## src/hw/rtl/mapu_pkg.sv

```systemverilog
// Shared constants, register codes and controller/datapath types for the
// mass-action propensity unit. No dependencies.
`default_nettype none

package mapu_pkg;

  // Field and datapath widths.
  localparam int unsigned ORDER_W    = 3;
  localparam int unsigned MOLECULE_W = 32;
  localparam int unsigned DATA_W     = 64;
  localparam int unsigned HALF_W     = DATA_W / 2;
  localparam int unsigned MID_W      = HALF_W + 2;

  // Bits of the molecule count that take part in the falling factorial.
  localparam int unsigned COUNT_BITS = 32;

  // Highest stoichiometric order; larger codes are clamped to it.
  localparam logic [ORDER_W-1:0] MAX_ORDER = ORDER_W'(4);

  // Configuration port.
  localparam int unsigned CFG_IDX_W  = 1;
  localparam int unsigned CFG_DATA_W = DATA_W;

  typedef enum logic [CFG_IDX_W-1:0] {
    REG_RATE_CONSTANT   = 1'b0,
    REG_REACTION_ACTIVE = 1'b1
  } cfg_reg_e;

  // Which 32x32 partial product the shared multiplier forms.
  typedef enum logic [1:0] {
    PH_LL = 2'd0,
    PH_LH = 2'd1,
    PH_HL = 2'd2
  } mul_phase_e;

  typedef struct packed {
    logic       accept;
    logic       mul_en;
    mul_phase_e phase;
    logic       src_rate;
    logic       commit;
    logic       finish;
  } mapu_cmd_t;

  typedef struct packed {
    logic rem_zero;
    logic last;
    logic kill;
    logic out_free;
  } mapu_status_t;

endpackage

`default_nettype wire

```

## src/hw/rtl/mapu_if.sv

```systemverilog
// Valid/ready channel interfaces for species requests and result requests.
// Depends on mapu_pkg.
`default_nettype none

interface mapu_species_if;
  import mapu_pkg::*;

  logic               valid;
  logic               ready;
  logic [ORDER_W-1:0] reactant_order;
  logic [MOLECULE_W-1:0] molecule_count;
  logic               last_species;

  modport source (output valid, output reactant_order, output molecule_count,
                  output last_species, input ready);
  modport sink   (input valid, input reactant_order, input molecule_count,
                  input last_species, output ready);
endinterface

interface mapu_result_if;
  import mapu_pkg::*;

  logic              valid;
  logic              ready;
  logic [DATA_W-1:0] propensity;
  logic              saturated;

  modport source (output valid, output propensity, output saturated, input ready);
  modport sink   (input valid, input propensity, input saturated, output ready);
endinterface

`default_nettype wire

```

## src/hw/rtl/mapu_datapath.sv

```systemverilog
// Datapath: configuration registers, running product, shared 32x32 multiplier
// with partial-product accumulation, and the output register. Uses mapu_pkg.
`default_nettype none

module mapu_datapath (
  input  logic                             clk_i,
  input  logic                             rst_ni,
  input  logic                             cfg_we_i,
  input  logic [mapu_pkg::CFG_IDX_W-1:0]   cfg_idx_i,
  input  logic [mapu_pkg::CFG_DATA_W-1:0]  cfg_data_i,
  input  logic [mapu_pkg::ORDER_W-1:0]     reactant_order_i,
  input  logic [mapu_pkg::MOLECULE_W-1:0]  molecule_count_i,
  input  logic                             last_species_i,
  input  mapu_pkg::mapu_cmd_t              cmd_i,
  output mapu_pkg::mapu_status_t           status_o,
  input  logic                             out_ready_i,
  output logic                             out_valid_o,
  output logic [mapu_pkg::DATA_W-1:0]      propensity_o,
  output logic                             saturated_o
);
  import mapu_pkg::*;

  logic [DATA_W-1:0]     rate_q;
  logic                  active_q;
  logic [DATA_W-1:0]     prod_q;
  logic                  short_q;
  logic                  povf_q;
  logic [ORDER_W-1:0]    rem_q;
  logic                  last_q;
  logic [COUNT_BITS-1:0] factor_q;
  logic [DATA_W-1:0]     mp_q;
  logic                  acc_en_q;
  mul_phase_e            acc_ph_q;
  logic [HALF_W-1:0]     lo_q;
  logic [MID_W-1:0]      mid_q;
  logic                  hovf_q;
  logic                  out_valid_q;
  logic [DATA_W-1:0]     prop_q;
  logic                  sat_q;

  logic [ORDER_W-1:0]    ord_clamp;
  logic [DATA_W-1:0]     cnt_ext;
  logic [COUNT_BITS-1:0] count;
  logic                  short_now;
  logic [DATA_W-1:0]     op_b;
  logic [HALF_W-1:0]     mul_a;
  logic [HALF_W-1:0]     mul_b;
  logic [DATA_W-1:0]     mul_res;
  logic [MID_W-1:0]      mid_fin;
  logic                  fin_ovf;
  logic [DATA_W-1:0]     fin_res;
  logic                  kill;

  assign ord_clamp = (reactant_order_i > MAX_ORDER) ? MAX_ORDER : reactant_order_i;
  assign cnt_ext   = {{(DATA_W-MOLECULE_W){1'b0}}, molecule_count_i};
  assign count     = cnt_ext[COUNT_BITS-1:0];
  assign short_now = (ord_clamp != '0) &&
                     ({{(COUNT_BITS-ORDER_W){1'b0}}, ord_clamp} > count);

  assign op_b = cmd_i.src_rate ? rate_q : {{(DATA_W-COUNT_BITS){1'b0}}, factor_q};

  always_comb begin
    mul_a = prod_q[HALF_W-1:0];
    mul_b = op_b[HALF_W-1:0];
    case (cmd_i.phase)
      PH_LL: begin
        mul_a = prod_q[HALF_W-1:0];
        mul_b = op_b[HALF_W-1:0];
      end
      PH_LH: begin
        mul_a = prod_q[HALF_W-1:0];
        mul_b = op_b[DATA_W-1:HALF_W];
      end
      PH_HL: begin
        mul_a = prod_q[DATA_W-1:HALF_W];
        mul_b = op_b[HALF_W-1:0];
      end
      default: begin
        mul_a = '0;
        mul_b = '0;
      end
    endcase
  end

  assign mul_res = DATA_W'(mul_a) * DATA_W'(mul_b);

  // The high-by-high term is never formed: it is nonzero exactly when both
  // high halves are, and that alone means overflow.
  assign mid_fin = mid_q + {2'b00, mp_q[HALF_W-1:0]};
  assign fin_ovf = hovf_q | (|mp_q[DATA_W-1:HALF_W]) | (|mid_fin[MID_W-1:HALF_W]);
  assign fin_res = fin_ovf ? '1 : {mid_fin[HALF_W-1:0], lo_q};

  assign kill = !active_q || short_q;

  assign status_o.rem_zero = (rem_q == '0);
  assign status_o.last     = last_q;
  assign status_o.kill     = kill;
  assign status_o.out_free = !out_valid_q || out_ready_i;

  always_ff @(posedge clk_i or negedge rst_ni) begin
    if (!rst_ni) begin
      rate_q      <= '0;
      active_q    <= 1'b1;
      prod_q      <= DATA_W'(1);
      short_q     <= 1'b0;
      povf_q      <= 1'b0;
      rem_q       <= '0;
      last_q      <= 1'b0;
      acc_en_q    <= 1'b0;
      acc_ph_q    <= PH_LL;
      out_valid_q <= 1'b0;
    end else begin
      if (cfg_we_i) begin
        case (cfg_reg_e'(cfg_idx_i))
          REG_RATE_CONSTANT:   rate_q   <= cfg_data_i;
          REG_REACTION_ACTIVE: active_q <= cfg_data_i[0];
          default: ;
        endcase
      end
      acc_en_q <= cmd_i.mul_en;
      acc_ph_q <= cmd_i.phase;
      if (cmd_i.accept) begin
        rem_q  <= short_now ? '0 : ord_clamp;
        last_q <= last_species_i;
        if (short_now) begin
          short_q <= 1'b1;
        end
      end
      if (cmd_i.commit) begin
        prod_q <= fin_res;
        rem_q  <= rem_q - 1'b1;
        if (fin_ovf) begin
          povf_q <= 1'b1;
        end
      end
      if (cmd_i.finish) begin
        prod_q      <= DATA_W'(1);
        short_q     <= 1'b0;
        povf_q      <= 1'b0;
        out_valid_q <= 1'b1;
      end else if (out_ready_i) begin
        out_valid_q <= 1'b0;
      end
    end
  end

  always_ff @(posedge clk_i) begin
    if (cmd_i.accept) begin
      factor_q <= count;
    end else if (cmd_i.commit) begin
      factor_q <= factor_q - 1'b1;
    end
    if (cmd_i.mul_en) begin
      mp_q <= mul_res;
    end
    // Partial products land in the cycle after they are formed; the last one
    // is folded in combinationally when the result is taken.
    if (acc_en_q) begin
      case (acc_ph_q)
        PH_LL: begin
          lo_q   <= mp_q[HALF_W-1:0];
          mid_q  <= {2'b00, mp_q[DATA_W-1:HALF_W]};
          hovf_q <= (|prod_q[DATA_W-1:HALF_W]) && (|op_b[DATA_W-1:HALF_W]);
        end
        PH_LH: begin
          mid_q  <= mid_q + {2'b00, mp_q[HALF_W-1:0]};
          hovf_q <= hovf_q | (|mp_q[DATA_W-1:HALF_W]);
        end
        default: ;
      endcase
    end
    if (cmd_i.finish) begin
      if (kill) begin
        prop_q <= '0;
        sat_q  <= 1'b0;
      end else begin
        prop_q <= (rate_q == '0) ? '0 : fin_res;
        sat_q  <= povf_q | fin_ovf;
      end
    end
  end

  assign out_valid_o  = out_valid_q;
  assign propensity_o = prop_q;
  assign saturated_o  = sat_q;

endmodule

`default_nettype wire

```

## src/hw/rtl/mapu_ctrl.sv

```systemverilog
// Controller: sequences one species request through its multiplications and
// the final rate scaling. Uses mapu_pkg; drives mapu_datapath.
`default_nettype none

module mapu_ctrl (
  input  logic                   clk_i,
  input  logic                   rst_ni,
  input  logic                   in_valid_i,
  output logic                   in_ready_o,
  input  mapu_pkg::mapu_status_t status_i,
  output mapu_pkg::mapu_cmd_t    cmd_o
);
  import mapu_pkg::*;

  typedef enum logic [2:0] {
    S_IDLE,
    S_CHECK,
    S_LL,
    S_LH,
    S_HL,
    S_FIN
  } state_e;

  state_e state_q;
  logic   final_q;

  assign in_ready_o = (state_q == S_IDLE);

  always_comb begin
    cmd_o          = '0;
    cmd_o.phase    = PH_LL;
    cmd_o.src_rate = final_q;
    cmd_o.accept   = in_valid_i && in_ready_o;
    case (state_q)
      S_IDLE: ;
      S_CHECK: begin
        if (status_i.rem_zero && status_i.last && status_i.kill) begin
          cmd_o.finish = status_i.out_free;
        end
      end
      S_LL: begin
        cmd_o.mul_en = 1'b1;
        cmd_o.phase  = PH_LL;
      end
      S_LH: begin
        cmd_o.mul_en = 1'b1;
        cmd_o.phase  = PH_LH;
      end
      S_HL: begin
        cmd_o.mul_en = 1'b1;
        cmd_o.phase  = PH_HL;
      end
      S_FIN: begin
        if (final_q) begin
          cmd_o.finish = status_i.out_free;
        end else begin
          cmd_o.commit = 1'b1;
        end
      end
      default: ;
    endcase
  end

  always_ff @(posedge clk_i or negedge rst_ni) begin
    if (!rst_ni) begin
      state_q <= S_IDLE;
      final_q <= 1'b0;
    end else begin
      case (state_q)
        S_IDLE: begin
          if (in_valid_i) begin
            state_q <= S_CHECK;
          end
        end
        S_CHECK: begin
          if (!status_i.rem_zero) begin
            final_q <= 1'b0;
            state_q <= S_LL;
          end else if (!status_i.last) begin
            state_q <= S_IDLE;
          end else if (status_i.kill) begin
            if (status_i.out_free) begin
              state_q <= S_IDLE;
            end
          end else begin
            final_q <= 1'b1;
            state_q <= S_LL;
          end
        end
        S_LL: state_q <= S_LH;
        S_LH: state_q <= S_HL;
        S_HL: state_q <= S_FIN;
        S_FIN: begin
          if (!final_q) begin
            state_q <= S_CHECK;
          end else if (status_i.out_free) begin
            final_q <= 1'b0;
            state_q <= S_IDLE;
          end
        end
        default: state_q <= S_IDLE;
      endcase
    end
  end

endmodule

`default_nettype wire

```

## src/hw/rtl/mass_action_propensity_unit.sv

```systemverilog
// Top level of the mass-action propensity unit: controller plus datapath.
// Depends on mapu_pkg, mapu_if, mapu_ctrl and mapu_datapath.
`default_nettype none

// Species requests arrive one per reaction reactant; each folds the falling
// factorial count*(count-1)*...*(count-order+1) into a running 64-bit product
// that clamps at all ones. All multiplications go through one shared 32x32
// multiplier, three partial products per 64-bit step, one step per factor
// (orders above four count as four; a species with fewer molecules than its
// order takes no step). On the request flagged as the last species the
// product is scaled by the Q32.32 rate constant, skipped when the reaction
// is inactive or a species was short. The result then sits in an output
// register, so the next species request is accepted while it waits. The user
// must write registers through cfg_we_i only while the unit is idle; the block
// does not enforce it. Index 0 is the rate constant, index 1 the active flag.
module mass_action_propensity_unit (
  input  logic                            clk_i,
  input  logic                            rst_ni,
  input  logic                            cfg_we_i,
  input  logic [mapu_pkg::CFG_IDX_W-1:0]  cfg_idx_i,
  input  logic [mapu_pkg::CFG_DATA_W-1:0] cfg_data_i,
  mapu_species_if.sink                    species_i,
  mapu_result_if.source                   result_o
);
  import mapu_pkg::*;

  mapu_cmd_t    cmd;
  mapu_status_t status;
  logic         in_ready;

  mapu_ctrl u_ctrl (
    .clk_i      (clk_i),
    .rst_ni     (rst_ni),
    .in_valid_i (species_i.valid),
    .in_ready_o (in_ready),
    .status_i   (status),
    .cmd_o      (cmd)
  );

  mapu_datapath u_datapath (
    .clk_i            (clk_i),
    .rst_ni           (rst_ni),
    .cfg_we_i         (cfg_we_i),
    .cfg_idx_i        (cfg_idx_i),
    .cfg_data_i       (cfg_data_i),
    .reactant_order_i (species_i.reactant_order),
    .molecule_count_i (species_i.molecule_count),
    .last_species_i   (species_i.last_species),
    .cmd_i            (cmd),
    .status_o         (status),
    .out_ready_i      (result_o.ready),
    .out_valid_o      (result_o.valid),
    .propensity_o     (result_o.propensity),
    .saturated_o      (result_o.saturated)
  );

  assign species_i.ready = in_ready;

endmodule

`default_nettype wire

```

## src/flat_wrapper.sv

```systemverilog
// flat-port wrapper written by rule: the top's interface ports become plain ports
module mass_action_propensity_unit_flat import mapu_pkg::*;
  (clk_i, rst_ni, cfg_we_i, cfg_idx_i, cfg_data_i, species_i_valid, species_i_reactant_order, species_i_molecule_count, species_i_last_species, species_i_ready, result_o_valid, result_o_propensity, result_o_saturated, result_o_ready);
  mapu_species_if species_i_i ();
  mapu_result_if result_o_i ();
  input  logic clk_i;
  input  logic rst_ni;
  input  logic cfg_we_i;
  input  logic [mapu_pkg::CFG_IDX_W-1:0] cfg_idx_i;
  input  logic [mapu_pkg::CFG_DATA_W-1:0] cfg_data_i;
  input wire logic [$bits(species_i_i.valid)-1:0] species_i_valid;
  input wire logic [$bits(species_i_i.reactant_order)-1:0] species_i_reactant_order;
  input wire logic [$bits(species_i_i.molecule_count)-1:0] species_i_molecule_count;
  input wire logic [$bits(species_i_i.last_species)-1:0] species_i_last_species;
  output wire logic [$bits(species_i_i.ready)-1:0] species_i_ready;
  output wire logic [$bits(result_o_i.valid)-1:0] result_o_valid;
  output wire logic [$bits(result_o_i.propensity)-1:0] result_o_propensity;
  output wire logic [$bits(result_o_i.saturated)-1:0] result_o_saturated;
  input wire logic [$bits(result_o_i.ready)-1:0] result_o_ready;
  assign species_i_i.valid = species_i_valid;
  assign species_i_i.reactant_order = species_i_reactant_order;
  assign species_i_i.molecule_count = species_i_molecule_count;
  assign species_i_i.last_species = species_i_last_species;
  assign species_i_ready = species_i_i.ready;
  assign result_o_valid = result_o_i.valid;
  assign result_o_propensity = result_o_i.propensity;
  assign result_o_saturated = result_o_i.saturated;
  assign result_o_i.ready = result_o_ready;
  mass_action_propensity_unit u_core (.clk_i(clk_i), .rst_ni(rst_ni), .cfg_we_i(cfg_we_i), .cfg_idx_i(cfg_idx_i), .cfg_data_i(cfg_data_i), .species_i(species_i_i), .result_o(result_o_i));
endmodule
```

## config.mk

```make
export PLATFORM = sky130hd
export DESIGN_NAME = mass_action_propensity_unit_flat
export DESIGN_NICKNAME = d
export VERILOG_FILES = /design/src/hw/rtl/mapu_pkg.sv /design/src/hw/rtl/mapu_if.sv /design/src/hw/rtl/mapu_datapath.sv /design/src/hw/rtl/mapu_ctrl.sv /design/src/hw/rtl/mass_action_propensity_unit.sv /design/src/flat_wrapper.sv
export SDC_FILE = /design/constraint.sdc
export NUM_CORES = 2
export LEC_CHECK = 0
export BUFFER_PORTS_ARGS = -buffer_cell sky130_fd_sc_hd__clkbuf_2
export CAP_MARGIN = 0
export CORE_MARGIN = 1.5
export CORE_UTILIZATION = 65
export CTS_BUF_LIST = sky130_fd_sc_hd__clkbuf_2
export CTS_CLUSTER_SIZE = 8
export DETAILED_ROUTE_END_ITERATION = 7
export GPL_ROUTABILITY_DRIVEN = 1
export HOLD_SLACK_MARGIN = 0.1
export PLACE_DENSITY = 0.88
export SYNTH_ARGS = -nofsm -noshare
export SYNTH_HDL_FRONTEND = slang
export SYNTH_HIERARCHICAL = 1
export SYNTH_SLANG_ARGS = --single-unit
```

## constraint.sdc

```tcl
create_clock -name clk_i -period 13.7 [get_ports clk_i]
set_clock_uncertainty 0.15 [all_clocks]
set_input_delay 1.37 -clock clk_i [delete_from_list [all_inputs] [get_ports clk_i]]
set_output_delay 1.37 -clock clk_i [all_outputs]
set_load 0.05 [all_outputs]
```

==> implementation parameters <==
Parameter                              Value

Outcome
  Outcome ... finished with violations
  Violations in the final reports ... max-capacitance violations, max-slew violations

Floorplan
  Die width ... between 200 and 300 µm
  Initial Utilization ... 0.656
  Row count ... roughly 100
  Ports ... 173
  Placeable core region ... 75900 µm²
  Full die area ... ~78000 µm²
  Die Height ... 280 µm

Cells and area
  NumNets Final ... 6642
  Commonest non-fill, non-tap cells in the layout ... sky130_fd_sc_hd__fa_1 (897), sky130_fd_sc_hd__inv_1 (892), sky130_fd_sc_hd__nor2_1 (821), sky130_fd_sc_hd__nand2_1 (585), sky130_fd_sc_hd__clkbuf_2 (303)
  Final cell utilization of the core ... 0.693
  Commonest non-fill, non-tap cell in the layout ... sky130_fd_sc_hd__fa_1
  Signed area change from the synthesized netlist to the final layout ... 5.64%
  Share of final-layout standard cells stronger than drive strength 1 ... 0.109

Detailed routing
  Wirelength, routed ... 161 mm
  Drt first-iter violations ... 4096
  DRC viols ... 0
  Via count of the routed design ... between 40000 and 50000
  Mean routed wirelength per cell ... 25.0 µm
  Final antenna-violating net count ... 0
  Total iterations of the first detailed-routing run ... 6
  Vias per inst ... 6.25

Worst setup path
  Endpoint arrival time on the critical path ... 12170 ps
  CP startpoint ... u_core/u_ctrl/state_q[2]$_DFFE_PN0P_
  Critical path data required time ... about 14000 ps
  Critical-path maximum fanout ... 53
  Kind of end point of the critical path ... flop
  Critical Path Slowest Stage Cell ... sky130_fd_sc_hd__o21a_1
  Critical Path Source Type ... flop
  CP dominant cell by count ... sky130_fd_sc_hd__fa_1
  Crit Path Category ... reg -> reg
  Launching point of the worst reg2reg path ... u_core/u_ctrl/state_q[2]$_DFFE_PN0P_
  Worst stage delay on the critical path ... 970 ps

Clock network
  Number of clock buffers inserted by TritonCTS ... a little over 90
  Post-CTS repair timing setup buffer count ... 0
  Root buffer cell ... sky130_fd_sc_hd__clkbuf_2
  CTS H-tree lvls ... 3
  Maximum count of clock buffers along a single path ... 3
  Post-cts hold buffer count ... 1
  Clock-pin slew on the worst setup and hold paths ... 120 ps
  Post-CTS sizing ... 0
  Worst-Skew Late Latency ... 1200 ps
  Clock Sinks ... ~370
  Clock tree from TritonCTS ... yes

Synthesis
  Sequential-to-total area share from yosys stat ... 0.209
  Number of distinct standard cells referenced by the synthesized netlist ... 80
  Post-synthesis instance area ... 49800 µm²
  Avg Cell Area, Syn ... 9.44 µm²
  Syn_nets ... roughly 6600
  Synth warnings ... 6
  Primary flip-flop cell chosen by synthesis mapping ... sky130_fd_sc_hd__edfxtp_1
  Fraction of synthesis flops using an asynchronous set or reset pin ... 0.385
  Number of synthesized flops with an enable pin ... 228
  Post-Synthesis Cells ... 5276
  Number of flip-flops and latches in the synthesized netlist ... 371

Global route
  Number of global-route vias before repair ... 42573
  Total track usage ... 0.424
  Global route overflow ... 0
  Number of antenna violations at the first check in global routing ... 6
  Maximum number of pins on one net before global-route repair ... 101
  Global-route wire length before repair ... 247 mm

STA
  Setup Total Neg Slack ... 0 ps
  Share of the cycle needed by the critical path after routing ... 0.832
  Worst slew margin ... -0.00710
  Shortest period the worst path allows ... around 11000 ps
  Number of hold violations in the final report ... 0
  Fin. max-slew vios ... 9
  Worst Tran Pin Value ... between 1500 and 2000 ps
  Unrepaired setup endpoints after global routing ... false
  Highest clock rate ... approximately 88 MHz
  Hold slack final ... 241 ps
  Final setup violation count ... 0
  Min setup slack post-route ... 2300 ps

Place
  Final Wtd Congestion ... 1.03
  Post-detailed-placement half-perimeter wirelength ... 125 mm
  Port bufs ... 172
  Worst slack, placed ... 2620 ps

Min path
  Hold Crit Class ... in -> reg
  Launch point of the worst hold path ... cfg_data_i[31]

Run
  MaxCap Viol Count ... 1
## synthesized netlist by cell type (5+ instances only)
cell | count | area [µm²]
sky130_fd_sc_hd__a211oi_1 | 49 | 368
sky130_fd_sc_hd__a21o_1 | 94 | 706
sky130_fd_sc_hd__a21oi_1 | 173 | 866
sky130_fd_sc_hd__a311oi_1 | 32 | 280
sky130_fd_sc_hd__a31o_2 | 34 | 298
sky130_fd_sc_hd__a31oi_1 | 10 | 62.6
sky130_fd_sc_hd__and2_1 | 19 | 119
sky130_fd_sc_hd__and3_1 | 24 | 150
sky130_fd_sc_hd__buf_1 | 17 | 63.8
sky130_fd_sc_hd__buf_6 | 8 | 90.1
sky130_fd_sc_hd__clkbuf_1 | 252 | 946
sky130_fd_sc_hd__dfrtp_1 | 141 | 3530
sky130_fd_sc_hd__edfxtp_1 | 228 | 6850
sky130_fd_sc_hd__fa_1 | 897 | 18000
sky130_fd_sc_hd__ha_1 | 301 | 3770
sky130_fd_sc_hd__inv_1 | 893 | 3350
sky130_fd_sc_hd__mux2_2 | 70 | 788
sky130_fd_sc_hd__nand2_1 | 585 | 2200
sky130_fd_sc_hd__nand2b_1 | 43 | 269
sky130_fd_sc_hd__nand3_1 | 19 | 95.1
sky130_fd_sc_hd__nand3b_1 | 7 | 52.6
sky130_fd_sc_hd__nand4_1 | 27 | 169
sky130_fd_sc_hd__nor2_1 | 821 | 3080
sky130_fd_sc_hd__nor2b_1 | 45 | 282
sky130_fd_sc_hd__nor3_1 | 22 | 110
sky130_fd_sc_hd__nor3b_1 | 9 | 67.6
sky130_fd_sc_hd__nor4_1 | 42 | 263
sky130_fd_sc_hd__o2111ai_1 | 5 | 43.8
sky130_fd_sc_hd__o21a_1 | 26 | 195
sky130_fd_sc_hd__o21ai_0 | 116 | 581
sky130_fd_sc_hd__o21ai_1 | 21 | 105
sky130_fd_sc_hd__o21bai_1 | 19 | 143
sky130_fd_sc_hd__or2_2 | 17 | 106
sky130_fd_sc_hd__or4_1 | 5 | 37.5
sky130_fd_sc_hd__xnor2_1 | 75 | 657
sky130_fd_sc_hd__xor2_1 | 46 | 403
## per-layer routing
layer	vias up	GRT usage	wire length (µm)
li1	16684	-	-
met1	19703	0.509	54000
met2	3014	0.630	70500
met3	868	0.155	22000
met4	8	0.314	14600
met5	-	0.00563	101
## final timing paths
check	endpoint	slack, ps	cells past startpoint
max	u_core/u_datapath/mp_q[61]$_DFFE_PP_	2300	31
min	u_core/u_datapath/rate_q[31]$_DFFE_PN0P_	240	3
max reg2reg	u_core/u_datapath/mp_q[61]$_DFFE_PP_	2300	31
min reg2reg	u_core/u_datapath/lo_q[24]$_DFFE_PP_	270	0
max in group asynchronous	u_core/u_datapath/rate_q[22]$_DFFE_PN0P_	11390	3
min in group asynchronous	u_core/u_datapath/rem_q[0]$_DFFE_PN0P_	700	2
## registers in the layout, summed over array words and instances (netlist names), 2 cells and up
name	cells
u_core/u_ctrl/state_q	3
u_core/u_datapath/acc_ph_q	2
u_core/u_datapath/factor_q	32
u_core/u_datapath/lo_q	32
u_core/u_datapath/mid_q	34
u_core/u_datapath/mp_q	64
u_core/u_datapath/prod_q	64
u_core/u_datapath/propensity_o	64
u_core/u_datapath/rate_q	64
u_core/u_datapath/rem_q	3
## layout make-up
type | count | area [µm²]
Tap cell | 1030 | 1290
Multi-Input combinational cell | 3726 | 35200
Fill cell | 5440 | 23300
Inverter | 893 | 3350
Clock buffer | 132 | 661
Timing Repair Buffer | 254 | 1490
Clock inverter | 35 | 230
Sequential cell | 371 | 10400
Antenna cell | 4 | 10.0
## metrics by stage
| step | instance area, µm² | std cells |
|---|---|---|
| after floorplan | 49800 | 5276 |
| final | 52600 | 6445 |
| after detailed placement | 51700 | 6273 |
| after global routing | 52600 | 6443 |
| after CTS | 52600 | 6441 |
| after global placement | 51700 | 6273 |
## worst max-delay path: cells and delay by family, from the launching register on
| family | cells | cell delay, ps |
|---|---|---|
| simple gates | 9 | 2120 |
| buf+inv | 6 | 1040 |
| compound gates | 6 | 2740 |
| flops | 1 | 470 |
| fa+ha+maj | 9 | 4500 |
| xor+xnor | 1 | 90 |
## logic make-up after synthesis
logic type / share of synthesized area
AOI/OAI and AO/OA: 0.0829
adders and majority gates: 0.436
muxes: 0.0165
xor gates and xnor gates: 0.0216
buffers and inverters: 0.0904
and+or+nand+nor: 0.143
DFF: 0.209
Power is not shown: default switching activity piles up to over one toggle a cycle in this logic, so the estimate is an artifact.
